## config.mk

```make
export PLATFORM = sky130hd
export DESIGN_NAME = next_fit_bitmap_id_allocator
export DESIGN_NICKNAME = d
export VERILOG_FILES = /design/src/nfa_pkg.sv /design/src/nfa_ctrl.sv /design/src/nfa_datapath.sv /design/src/next_fit_bitmap_id_allocator.sv
export SDC_FILE = /design/constraint.sdc
export NUM_CORES = 1
export LEC_CHECK = 0
export BUFFER_PORTS_ARGS = -buffer_cell sky130_fd_sc_hd__clkbuf_2
export CORE_UTILIZATION = 50
export CTS_CLUSTER_DIAMETER = 80
export CTS_CLUSTER_SIZE = 28
export DETAILED_ROUTE_END_ITERATION = 6
export PLACE_DENSITY = 0.71
export SETUP_SLACK_MARGIN = 0.05
export SLEW_MARGIN = 10
export SYNTH_ARGS = -nofsm -noshare
export SYNTH_HDL_FRONTEND = slang
export SYNTH_SLANG_ARGS = --single-unit
export TNS_END_PERCENT = 1
```

## constraint.sdc

```tcl
create_clock -name clk -period 5.8 [get_ports clk]
set_clock_uncertainty 0.15 [all_clocks]
set_input_delay 0.29 -clock clk [delete_from_list [all_inputs] [get_ports clk]]
set_output_delay 0.29 -clock clk [all_outputs]
set_load 0.005 [all_outputs]
```

## src/nfa_pkg.sv

```systemverilog
`timescale 1ns / 1ps

package nfa_pkg;

  localparam int WORD_BITS = 32;
  localparam int OFF_W     = 5;

  localparam logic CMD_ALLOC = 1'b0;
  localparam logic CMD_FREE  = 1'b1;

  localparam logic [2:0] ST_ALLOCATED = 3'd0;
  localparam logic [2:0] ST_EXHAUSTED = 3'd1;
  localparam logic [2:0] ST_FREED     = 3'd2;
  localparam logic [2:0] ST_DOUBLE    = 3'd3;
  localparam logic [2:0] ST_IGNORED   = 3'd4;

  localparam logic [5:0] RESERVED_ID   = 6'd0;
  localparam logic [5:0] FIRST_USER_ID = 6'd1;

  typedef struct packed {
    logic start;
    logic advance;
    logic fin_alloc;
    logic fin_free;
  } ctl_cmd_t;

  typedef struct packed {
    logic hit;
    logic last;
  } dp_sts_t;

endpackage

```

## src/nfa_ctrl.sv

```systemverilog
`timescale 1ns / 1ps

module nfa_ctrl (
  input  logic              clk,
  input  logic              rst_n,
  input  logic              in_valid,
  output logic              in_ready,
  input  logic              in_command,
  output logic              out_valid,
  input  logic              out_ready,
  input  nfa_pkg::dp_sts_t  sts,
  output nfa_pkg::ctl_cmd_t cmd
);

  typedef enum logic [1:0] {
    S_IDLE,
    S_SCAN,
    S_FREE
  } state_t;

  state_t state_r, state_nxt;
  logic   out_valid_r, out_valid_nxt;
  logic   slot_free;

  assign slot_free = !out_valid_r || out_ready;
  assign in_ready  = (state_r == S_IDLE);
  assign out_valid = out_valid_r;

  always_comb begin
    state_nxt = state_r;
    cmd       = '0;
    case (state_r)
      S_IDLE: begin
        if (in_valid) begin
          cmd.start = 1'b1;
          state_nxt = (in_command == nfa_pkg::CMD_FREE) ? S_FREE : S_SCAN;
        end
      end
      S_SCAN: begin
        if (sts.hit || sts.last) begin
          // hold the verdict until the output register can take it
          if (slot_free) begin
            cmd.fin_alloc = 1'b1;
            state_nxt     = S_IDLE;
          end
        end else begin
          cmd.advance = 1'b1;
        end
      end
      S_FREE: begin
        if (slot_free) begin
          cmd.fin_free = 1'b1;
          state_nxt    = S_IDLE;
        end
      end
      default: state_nxt = S_IDLE;
    endcase
    out_valid_nxt = cmd.fin_alloc || cmd.fin_free || (out_valid_r && !out_ready);
  end

  always_ff @(posedge clk) begin
    if (!rst_n) begin
      state_r     <= S_IDLE;
      out_valid_r <= 1'b0;
    end else begin
      state_r     <= state_nxt;
      out_valid_r <= out_valid_nxt;
    end
  end

endmodule

```

## src/nfa_datapath.sv

```systemverilog
`timescale 1ns / 1ps

module nfa_datapath #(
  parameter int NUM_IDS = 64
) (
  input  logic              clk,
  input  logic              rst_n,
  input  logic              in_command,
  input  logic [5:0]        in_target_id,
  input  nfa_pkg::ctl_cmd_t cmd,
  output nfa_pkg::dp_sts_t  sts,
  output logic [2:0]        out_status,
  output logic [5:0]        out_result_id
);

  localparam int IDW  = $clog2(NUM_IDS);
  localparam int NW   = (NUM_IDS + nfa_pkg::WORD_BITS - 1) / nfa_pkg::WORD_BITS;
  localparam int WAW  = (NW > 1) ? $clog2(NW) : 1;
  localparam int CNTW = $clog2(NW + 1);
  localparam int CW   = ((IDW > 6) ? IDW : 6) + 1;
  localparam int TAIL = NUM_IDS % nfa_pkg::WORD_BITS;
  localparam logic [31:0]     LAST_MASK = (TAIL == 0) ? {32{1'b1}} :
                                          ((32'd1 << TAIL) - 32'd1);
  localparam logic [WAW-1:0]  LAST_ADDR = WAW'(NW - 1);
  localparam logic [CNTW-1:0] NW_CNT    = CNTW'(NW);

  logic [31:0]      words_r [NW];
  logic [IDW-1:0]   hint_r, hint_nxt;
  logic [WAW-1:0]   addr_r, addr_nxt;
  logic [CNTW-1:0]  cnt_r, cnt_nxt;
  logic [5:0]       tgt_r;
  logic [2:0]       status_r, status_nxt;
  logic [5:0]       rid_r, rid_nxt;

  logic [31:0]      rd_word, lo_mask, range_m, valid_m, free_bits, word_nxt;
  logic             wr_en, hit, tgt_ok, tgt_bit;
  logic [4:0]       bitpos;
  logic [IDW-1:0]   found_id, tgt_id, hint_after_alloc;
  logic [IDW:0]     found_inc;
  logic [WAW-1:0]   tgt_word;

  assign rd_word = words_r[addr_r];
  assign lo_mask = {32{1'b1}} << hint_r[nfa_pkg::OFF_W-1:0];

  // first word from the hint upward, whole words after, and the hint word
  // again below the hint on the wrap-around visit
  always_comb begin
    if (cnt_r == '0) begin
      range_m = lo_mask;
    end else if (cnt_r == NW_CNT) begin
      range_m = ~lo_mask;
    end else begin
      range_m = {32{1'b1}};
    end
  end

  assign valid_m   = (addr_r == LAST_ADDR) ? LAST_MASK : {32{1'b1}};
  assign free_bits = ~rd_word & range_m & valid_m;

  always_comb begin
    hit    = 1'b0;
    bitpos = '0;
    for (int i = nfa_pkg::WORD_BITS - 1; i >= 0; i--) begin
      if (free_bits[i]) begin
        hit    = 1'b1;
        bitpos = 5'(i);
      end
    end
  end

  assign sts.hit  = hit;
  assign sts.last = (cnt_r == NW_CNT);

  assign found_id         = IDW'({addr_r, bitpos});
  assign found_inc        = {1'b0, found_id} + (IDW+1)'(1);
  assign hint_after_alloc = (found_inc < (IDW+1)'(NUM_IDS)) ? IDW'(found_inc) :
                            IDW'(nfa_pkg::FIRST_USER_ID);

  assign tgt_ok  = (tgt_r != nfa_pkg::RESERVED_ID) && (CW'(tgt_r) < CW'(NUM_IDS));
  assign tgt_id  = IDW'(tgt_r);
  assign tgt_bit = rd_word[tgt_r[4:0]];

  assign tgt_word = (CW'(in_target_id) < CW'(NUM_IDS)) ? WAW'(in_target_id >> 5) : '0;

  always_comb begin
    addr_nxt   = addr_r;
    cnt_nxt    = cnt_r;
    hint_nxt   = hint_r;
    wr_en      = 1'b0;
    word_nxt   = rd_word;
    status_nxt = status_r;
    rid_nxt    = rid_r;
    if (cmd.start) begin
      addr_nxt = (in_command == nfa_pkg::CMD_FREE) ? tgt_word : WAW'(hint_r >> 5);
      cnt_nxt  = '0;
    end
    if (cmd.advance) begin
      addr_nxt = (addr_r == LAST_ADDR) ? '0 : addr_r + WAW'(1);
      cnt_nxt  = cnt_r + CNTW'(1);
    end
    if (cmd.fin_alloc) begin
      if (hit) begin
        wr_en      = 1'b1;
        word_nxt   = rd_word | (32'd1 << bitpos);
        hint_nxt   = hint_after_alloc;
        status_nxt = nfa_pkg::ST_ALLOCATED;
        rid_nxt    = 6'(found_id);
      end else begin
        status_nxt = nfa_pkg::ST_EXHAUSTED;
        rid_nxt    = '0;
      end
    end
    if (cmd.fin_free) begin
      if (!tgt_ok) begin
        status_nxt = nfa_pkg::ST_IGNORED;
        rid_nxt    = '0;
      end else if (!tgt_bit) begin
        status_nxt = nfa_pkg::ST_DOUBLE;
        rid_nxt    = '0;
      end else begin
        wr_en      = 1'b1;
        word_nxt   = rd_word & ~(32'd1 << tgt_r[4:0]);
        status_nxt = nfa_pkg::ST_FREED;
        rid_nxt    = tgt_r;
        if (tgt_id < hint_r) begin
          hint_nxt = tgt_id;
        end
      end
    end
  end

  always_ff @(posedge clk) begin
    if (!rst_n) begin
      // ID 0 starts out taken
      for (int w = 0; w < NW; w++) begin
        words_r[w] <= (w == 0) ? 32'd1 : 32'd0;
      end
      hint_r <= IDW'(nfa_pkg::FIRST_USER_ID);
    end else begin
      if (wr_en) begin
        words_r[addr_r] <= word_nxt;
      end
      hint_r <= hint_nxt;
    end
  end

  always_ff @(posedge clk) begin
    addr_r   <= addr_nxt;
    cnt_r    <= cnt_nxt;
    status_r <= status_nxt;
    rid_r    <= rid_nxt;
    if (cmd.start) begin
      tgt_r <= in_target_id;
    end
  end

  assign out_status    = status_r;
  assign out_result_id = rid_r;

endmodule

```

## src/next_fit_bitmap_id_allocator.sv

```systemverilog
`timescale 1ns / 1ps
// An allocate scans the 32-bit map words one by one from the hint's word, k of them,
// 1 to NW + 1 with NW = NUM_IDS/32 rounded up (1 to 3 at 64 IDs), the hint word again
// on the wrap; a free reads only its target's word. One transaction is in flight at a
// time; the next is accepted as soon as the result sits in the output register, and a
// result held by out_ready stalls the next one at the end of its scan or free.
// Synchronous reset: ID 0 marked used, all others free, hint at 1.
module next_fit_bitmap_id_allocator #(
  parameter int NUM_IDS = 64
) (
  input  logic       clk,
  input  logic       rst_n,
  input  logic       in_valid,
  output logic       in_ready,
  input  logic       in_command,
  input  logic [5:0] in_target_id,
  output logic       out_valid,
  input  logic       out_ready,
  output logic [2:0] out_status,
  output logic [5:0] out_result_id
);

  nfa_pkg::ctl_cmd_t cmd;
  nfa_pkg::dp_sts_t  sts;

  nfa_ctrl u_ctrl (
    .clk        (clk),
    .rst_n      (rst_n),
    .in_valid   (in_valid),
    .in_ready   (in_ready),
    .in_command (in_command),
    .out_valid  (out_valid),
    .out_ready  (out_ready),
    .sts        (sts),
    .cmd        (cmd)
  );

  nfa_datapath #(
    .NUM_IDS (NUM_IDS)
  ) u_datapath (
    .clk           (clk),
    .rst_n         (rst_n),
    .in_command    (in_command),
    .in_target_id  (in_target_id),
    .cmd           (cmd),
    .sts           (sts),
    .out_status    (out_status),
    .out_result_id (out_result_id)
  );

`ifndef SYNTHESIS
  a_cmd_onehot: assert property (@(posedge clk) disable iff (!rst_n)
    $onehot0({cmd.start, cmd.advance, cmd.fin_alloc, cmd.fin_free}))
    else $error("controller issued more than one command");

  a_alloc_done: assert property (@(posedge clk) disable iff (!rst_n)
    cmd.fin_alloc |-> (sts.hit || sts.last))
    else $error("allocate finished before the scan reached a verdict");

  a_one_in_flight: assert property (@(posedge clk) disable iff (!rst_n)
    (in_valid && in_ready) |=> !in_ready)
    else $error("second transaction accepted while one is in flight");

  a_no_id_on_fail: assert property (@(posedge clk) disable iff (!rst_n)
    (out_valid && (out_status == nfa_pkg::ST_EXHAUSTED || out_status == nfa_pkg::ST_DOUBLE
     || out_status == nfa_pkg::ST_IGNORED)) |-> (out_result_id == 6'd0))
    else $error("non-zero ID reported with a failing status");
`endif

endmodule

```

==> results of run 1 <==
kinds of logic (layout without fill, tap and decap cells):
family | count (synthesis) | count (layout) | share of synthesized area [%]
muxes | 68 | 68 | 13.3
AOI/OAI and AO/OA | 260 | 260 | 24.7
DFF | 92 | 92 | 35.8
buffers and inverters | 82 | 80 | 5.32
and+or+nand+nor | 258 | 258 | 17.9
xor gates and xnor gates | 1 | 1 | 0.118
adders and majority gates | 17 | 17 | 2.86
through the flow:
step | hold slack [ns] | total power, mW | util, % | area, sq um
2_1_floorplan | 0.239 | 1.36 | - | 7440
3_3_place_gp | 0.317 | 1.54 | 52.2 | 7580
3_5_place_dp | 0.319 | 1.55 | 52.2 | 7580
4_1_cts | 0.124 | 2.13 | 54.6 | 7940
5_1_grt | 0.135 | 2.23 | 54.6 | 7940
6_report | 0.130 | 2.15 | 54.6 | 7940
critical path: cells and delay by family (launching register included):
kind                       cells  cell delay (ns)
AOI/OAI and AO/OA              7             2.22
adders and majority gates      2             1.20
buffers and inverters          2             0.58
DFF                            1             0.39
and+or+nand+nor                2             0.38
registers in the layout, indices dropped and copies added, names as in the netlist, named ones only:
signal                    count
u_datapath.out_result_id      6
u_datapath.out_status         3
u_ctrl.state_r                2
u_datapath.hint_r             6
u_datapath.words_r           64
u_datapath.cnt_r              2
u_ctrl.out_valid              1
u_datapath.tgt_id             6
u_datapath.addr_r             1
cells in the final DEF, fill, tap and decap left out, types with 14 or more instances in the layout:
master,count
nand2_1,49
buf_4,15
inv_1,22
o21ai_0,33
ha_1,17
mux2i_1,23
a21oi_1,81
mux2_2,16
clkbuf_2,21
nand2b_1,14
nand3_1,14
edfxtp_1,82
nor2_1,96
mux4_2,21
report_power, final:
| part | switching [mW] | leakage (nW) | internal [mW] |
|---|---|---|---|
| clock | 0.234 | 0.137 | 0.347 |
| combinational | 0.436 | 1.89 | 0.273 |
| sequential | 0.0822 | 0.916 | 0.779 |
| total | 0.752 | 2.95 | 1.40 |
final cells by class:
| cell class | count | area [sq um] | share of cell area [%] |
|---|---|---|---|
| Sequential cell | 92 | 2670 | 33.6 |
| Multi-Input combinational cell | 604 | 4390 | 55.3 |
| Tap cell | 184 | 230 | 2.90 |
| Inverter | 22 | 82.6 | 1.04 |
| Clock buffer | 14 | 254 | 3.20 |
| Clock inverter | 2 | 37.5 | 0.473 |
| Timing Repair Buffer | 42 | 278 | 3.50 |
worst paths after layout:
| path | slack [ns] | cells past startpoint | to | from |
|---|---|---|---|---|
| setup reg to reg | 0.76 | 13 | u_datapath.hint_r[1] | u_datapath.cnt_r[0] |
| hold reg to reg | 0.35 | 2 | u_ctrl.state_r[1] | u_ctrl.state_r[1] |
| setup / recovery | 0.76 | 13 | u_datapath.hint_r[1] | u_datapath.cnt_r[0] |
| hold / removal | 0.13 | 3 | u_ctrl.state_r[1] | in_command |
per-layer routing:
metal	GRT usage, %	vias to the layer above	share of wire, %	wire (um)
met5	0	-	0	0
met4	11.6	0	2.6	596
met3	7.69	48	12	2730
met2	46.1	406	44	10100
met1	44.2	3254	42	9590
li1	-	2991	-	-
==> metrics, run 1 <==
outcome=complete, no violations; die area=0.0154 sq mm; most common cell in the synthesized netlist=nor2_1; Post-synth top cells=nor2_1 (96), edfxtp_1 (82), a21oi_1 (81), nand2_1 (49), o21ai_0 (33); Seq/Total Area, Yosys=35.8%; Clk Latency, worst-skew pair=0.35 ns; DIE HEIGHT=roughly 120 um; area delta synth->final=6.69%; peak supply drop=192 uV; Tot GR Track Use=between 30% and 40%; pin slew with the least headroom to its limit=1.21 ns; GR Overflow Total=0; Post-Route WL=between 20,000 and 25,000 um; synth unique cells=101; Synth Warn #=0; DR iter-0 viols=987; core area=between 0.01 and 0.015 sq mm; post-route ant nets=0; fin crit share=between 80% and 90%; cell count after synthesis=between 700 and 800; share of layout cells above drive strength 1=16.5%; Crit Path Max Fanout=23; Worst Setup End Kind=register; CP required=5.87 ns; CTS resizes=0; Startpoint Class=register; hpwl dp=between 15,000 and 20,000 um; critical path class=reg -> reg; vias in the first global route=approximately 6,100; clock transition at the registers of the reported paths=0.07 ns; synthesis-stage register bit count=92; Post-Layout Cell Count=960; Lkg Pwr=slightly below 3 nW; First-pass DRT Iterations=6; Placed Instances=~940; DRC errors left=0; Starting Density=51.2%; Die Wd=between 100 and 150 um; via count=6,699; initial antenna violation count=0; vias per cell=~7; slowest library cell on the worst path=ha_1; Pins Over Slew Limit=0; area leader, netlist=edfxtp_1; Ports=22; fmax=199 MHz; drt wl/cell=roughly 24 um; RSZ-0062 raised after global routing=false; hold_buf cts=6; ys flop type=edfxtp_1; Period minus WS final=5.04 ns; Filler Cell Count=1,294; Max-Cap Viols=0; Placement Setup Slack=0.936 ns; Slew headroom=19.4%; CTS root buffer=clkbuf_16; wire length of the first global-routing pass=34,900 um; CTS tree=built; Fin. Hold Viols=0; Post-Syn Nets=806; Final setup viols=0; H-tree lvl count=3; PD cells=271 mW/mm^2; largest cells by area after synthesis=edfxtp_1 (33%), mux4_2 (6.4%), a21oi_1 (5.4%), nor2_1 (4.8%), mux2i_1 (3.1%); CP arrival=5.11 ns; worst min path class=in -> reg; fin worst setup slack=0.764 ns; # Post-CTS Setup Buffers=0; slowest stage delay, CP=0.74 ns; critical path cell sequence=inv_1, ha_1, inv_1, o311ai_0, nand3_1, a21oi_1, a31oi_2, a211oi_1, ha_1, nand4_1, o31ai_1, a2bb2oi_1, a21oi_1; # diodes=0; nets@finish=799; Post-synth ARST share=0%; CTS Sinks=92; Yosys top cell area share=33.1%; CTS max path bufs=2; largest net degree at the start of global routing=37; total clock buffers created by CTS=9; setup_tns=0 ns; Avg Cell Area, Syn=9.56 sq um; standard-cell rows=44; Port Buffer Count=21; number of enable flip-flop cells after synthesis=82; cell area after synthesis=0.00744 sq mm; gp weighted congestion=around 0.97
(Power assumes the default switching activity.)
==> run 2: changes to the inputs <==
--- a/config.mk
+++ b/config.mk
@@ -10,7 +10,7 @@
 export CTS_CLUSTER_DIAMETER = 80
 export CTS_CLUSTER_SIZE = 28
 export DETAILED_ROUTE_END_ITERATION = 6
-export PLACE_DENSITY = 0.71
+export PLACE_DENSITY = 0.74
 export SETUP_SLACK_MARGIN = 0.05
 export SLEW_MARGIN = 10
 export SYNTH_ARGS = -nofsm -noshare
==> constraint.sdc (replaced) <==
create_clock -name clk -period 4.1 [get_ports clk]
set_clock_uncertainty 0.15 [all_clocks]
set_input_delay 0.205 -clock clk [delete_from_list [all_inputs] [get_ports clk]]
set_output_delay 0.205 -clock clk [all_outputs]
set_load 0.005 [all_outputs]
==> metrics, run 2 (synthesized netlist as in run 1, its figures left out) <==
outcome=finished with violations; failing checks=design-rule violations; pin slew with the least headroom to its limit=between 0.7 and 0.8 ns; fin util=around three fifths; clock transition at the registers of the reported paths=roughly 0.070 ns; vias in the first global route=~6,600; CP arrival=around 4.0 ns; Reg with most FFs=u_datapath.words_r; largest net degree at the start of global routing=33; GR Overflow Total=0; Worst R2R Setup Slack=0.17 ns; gp weighted congestion=just under 1; peak supply drop=293 uV; max FFs per register=64; Die Wd=124 um; die area=between 0.015 and 0.02 sq mm; standard-cell rows=44; hold path startpoint=in_command; Slew headroom=51.5%; First-pass DRT Iterations=7; hpwl dp=between 15,000 and 20,000 um; Post-Route WL=24,700 um; drt wl/cell=24.3 um; nets@finish=856; Tot GR Track Use=33.5%; Crit Path Max Fanout=12; Period minus WS final=3.93 ns; commonest non-fill, non-tap cell in the layout=nor2_1; placed cell area=0.00809 sq mm; DIE HEIGHT=124 um; Worst Setup End Kind=register; CP required=4.17 ns; Starting Density=51.2%; Lkg Pwr=3.26 nW; Crit. Startpoint=u_datapath.hint_r[0]; Ports=22; CTS max path bufs=2; via count=about 7,100; WHS=between 0.01 and 0.015 ns; RSZ-0062 raised after global routing=true; Port Buffer Count=21; highest-count cells in the layout ignoring fill and taps=nor2_1 (95), edfxtp_1 (82), a21oi_1 (79); Post-Layout Cell Count=1,018; Max-Cap Viols=0; CTS tree=built; core area=0.0145 sq mm; vias per cell=7.01; area delta synth->final=15.1%; post-route ant nets=0; total clock buffers created by CTS=9; wire length of the first global-routing pass=37,600 um; Pwr Total=3.20 mW; Pins Over Slew Limit=0; Placement Setup Slack=0.0138 ns; Placed Instances=993; Clk Latency, worst-skew pair=0.34 ns; Critical R2R Launch=u_datapath.hint_r[0]; setup_tns=0 ns; Startpoint Class=register; Final setup viols=0; PD cells=around 370 mW/mm^2; CTS root buffer=clkbuf_16; Filler Cell Count=1,270; Fin. Hold Viols=0; DR iter-0 viols=1,042; DRC errors left=15; CTS Sinks=92; fin crit share=a little over nine tenths; fmax=254 MHz; share of layout cells above drive strength 1=24.7%; H-tree lvl count=3; post-route design area=0.00856 sq mm; fin worst setup slack=between 0.15 and 0.2 ns; critical path class=reg -> reg; initial antenna violation count=1; worst min path class=in -> reg
-- run 2: critical path, cell delays in order, from the launching register on --
cell      delay, ns
dfxtp_1        0.47
buf_4          0.24
o211ai_1       0.38
a21oi_1        0.18
nor4_2         0.29
a2bb2o_1       0.35
o221ai_2       0.26
a21oi_1        0.16
nor2_2         0.17
buf_4          0.15
ha_1           0.23
a21oi_1        0.09
or4_1          0.41
a21oi_1        0.19
o22ai_1        0.11
-- run 2: what timing repair did --
| action | in CTS | in global routing |
|---|---|---|
| endpoints found under the setup margin | 6 | 130 |
| setup buffers | 0 | 2 |
| gates resized for setup | 2 | 20 |
| pin swaps | 0 | 1 |
| hold endpoints to repair | 6 | 0 |
| hold buffers | 6 | 0 |
-- run 2: layer usage --
| layer | wire (um) | track usage (%) | part of all wire, % | up-vias |
|---|---|---|---|---|
| li1 | - | - | - | 3108 |
| met1 | 9610 | 45.4 | 39 | 3421 |
| met2 | 11100 | 51.1 | 45 | 500 |
| met3 | 2940 | 7.69 | 12 | 106 |
| met4 | 1020 | 14.4 | 4.1 | 0 |
| met5 | 0 | 0 | 0 | - |
-- run 2: worst paths after layout --
check / to / cells after the start
setup / recovery: u_datapath.hint_r[4] / 14
hold reg to reg: u_ctrl.state_r[0] / 2
hold / removal: u_ctrl.state_r[1] / 3
setup reg to reg: u_datapath.hint_r[4] / 14
-- run 2: cell type report --
| cell class | count | area [sq um] | share of cell area, % |
|---|---|---|---|
| Clock inverter | 3 | 46.3 | 0.541 |
| Antenna cell | 1 | 2.50 | 0.0292 |
| Tap cell | 184 | 230 | 2.69 |
| Clock buffer | 13 | 250 | 2.92 |
| Inverter | 22 | 82.6 | 0.965 |
| Multi-Input combinational cell | 604 | 4480 | 52.4 |
| Sequential cell | 92 | 2670 | 31.2 |
| Timing Repair Buffer | 99 | 797 | 9.31 |
-- run 2: power breakdown --
group          switching, mW  total, mW  internal, mW  leakage [nW]
logic                  0.700       1.19         0.489          2.21
registers             0.0814       1.18          1.10         0.917
clock network          0.339      0.829         0.491         0.140
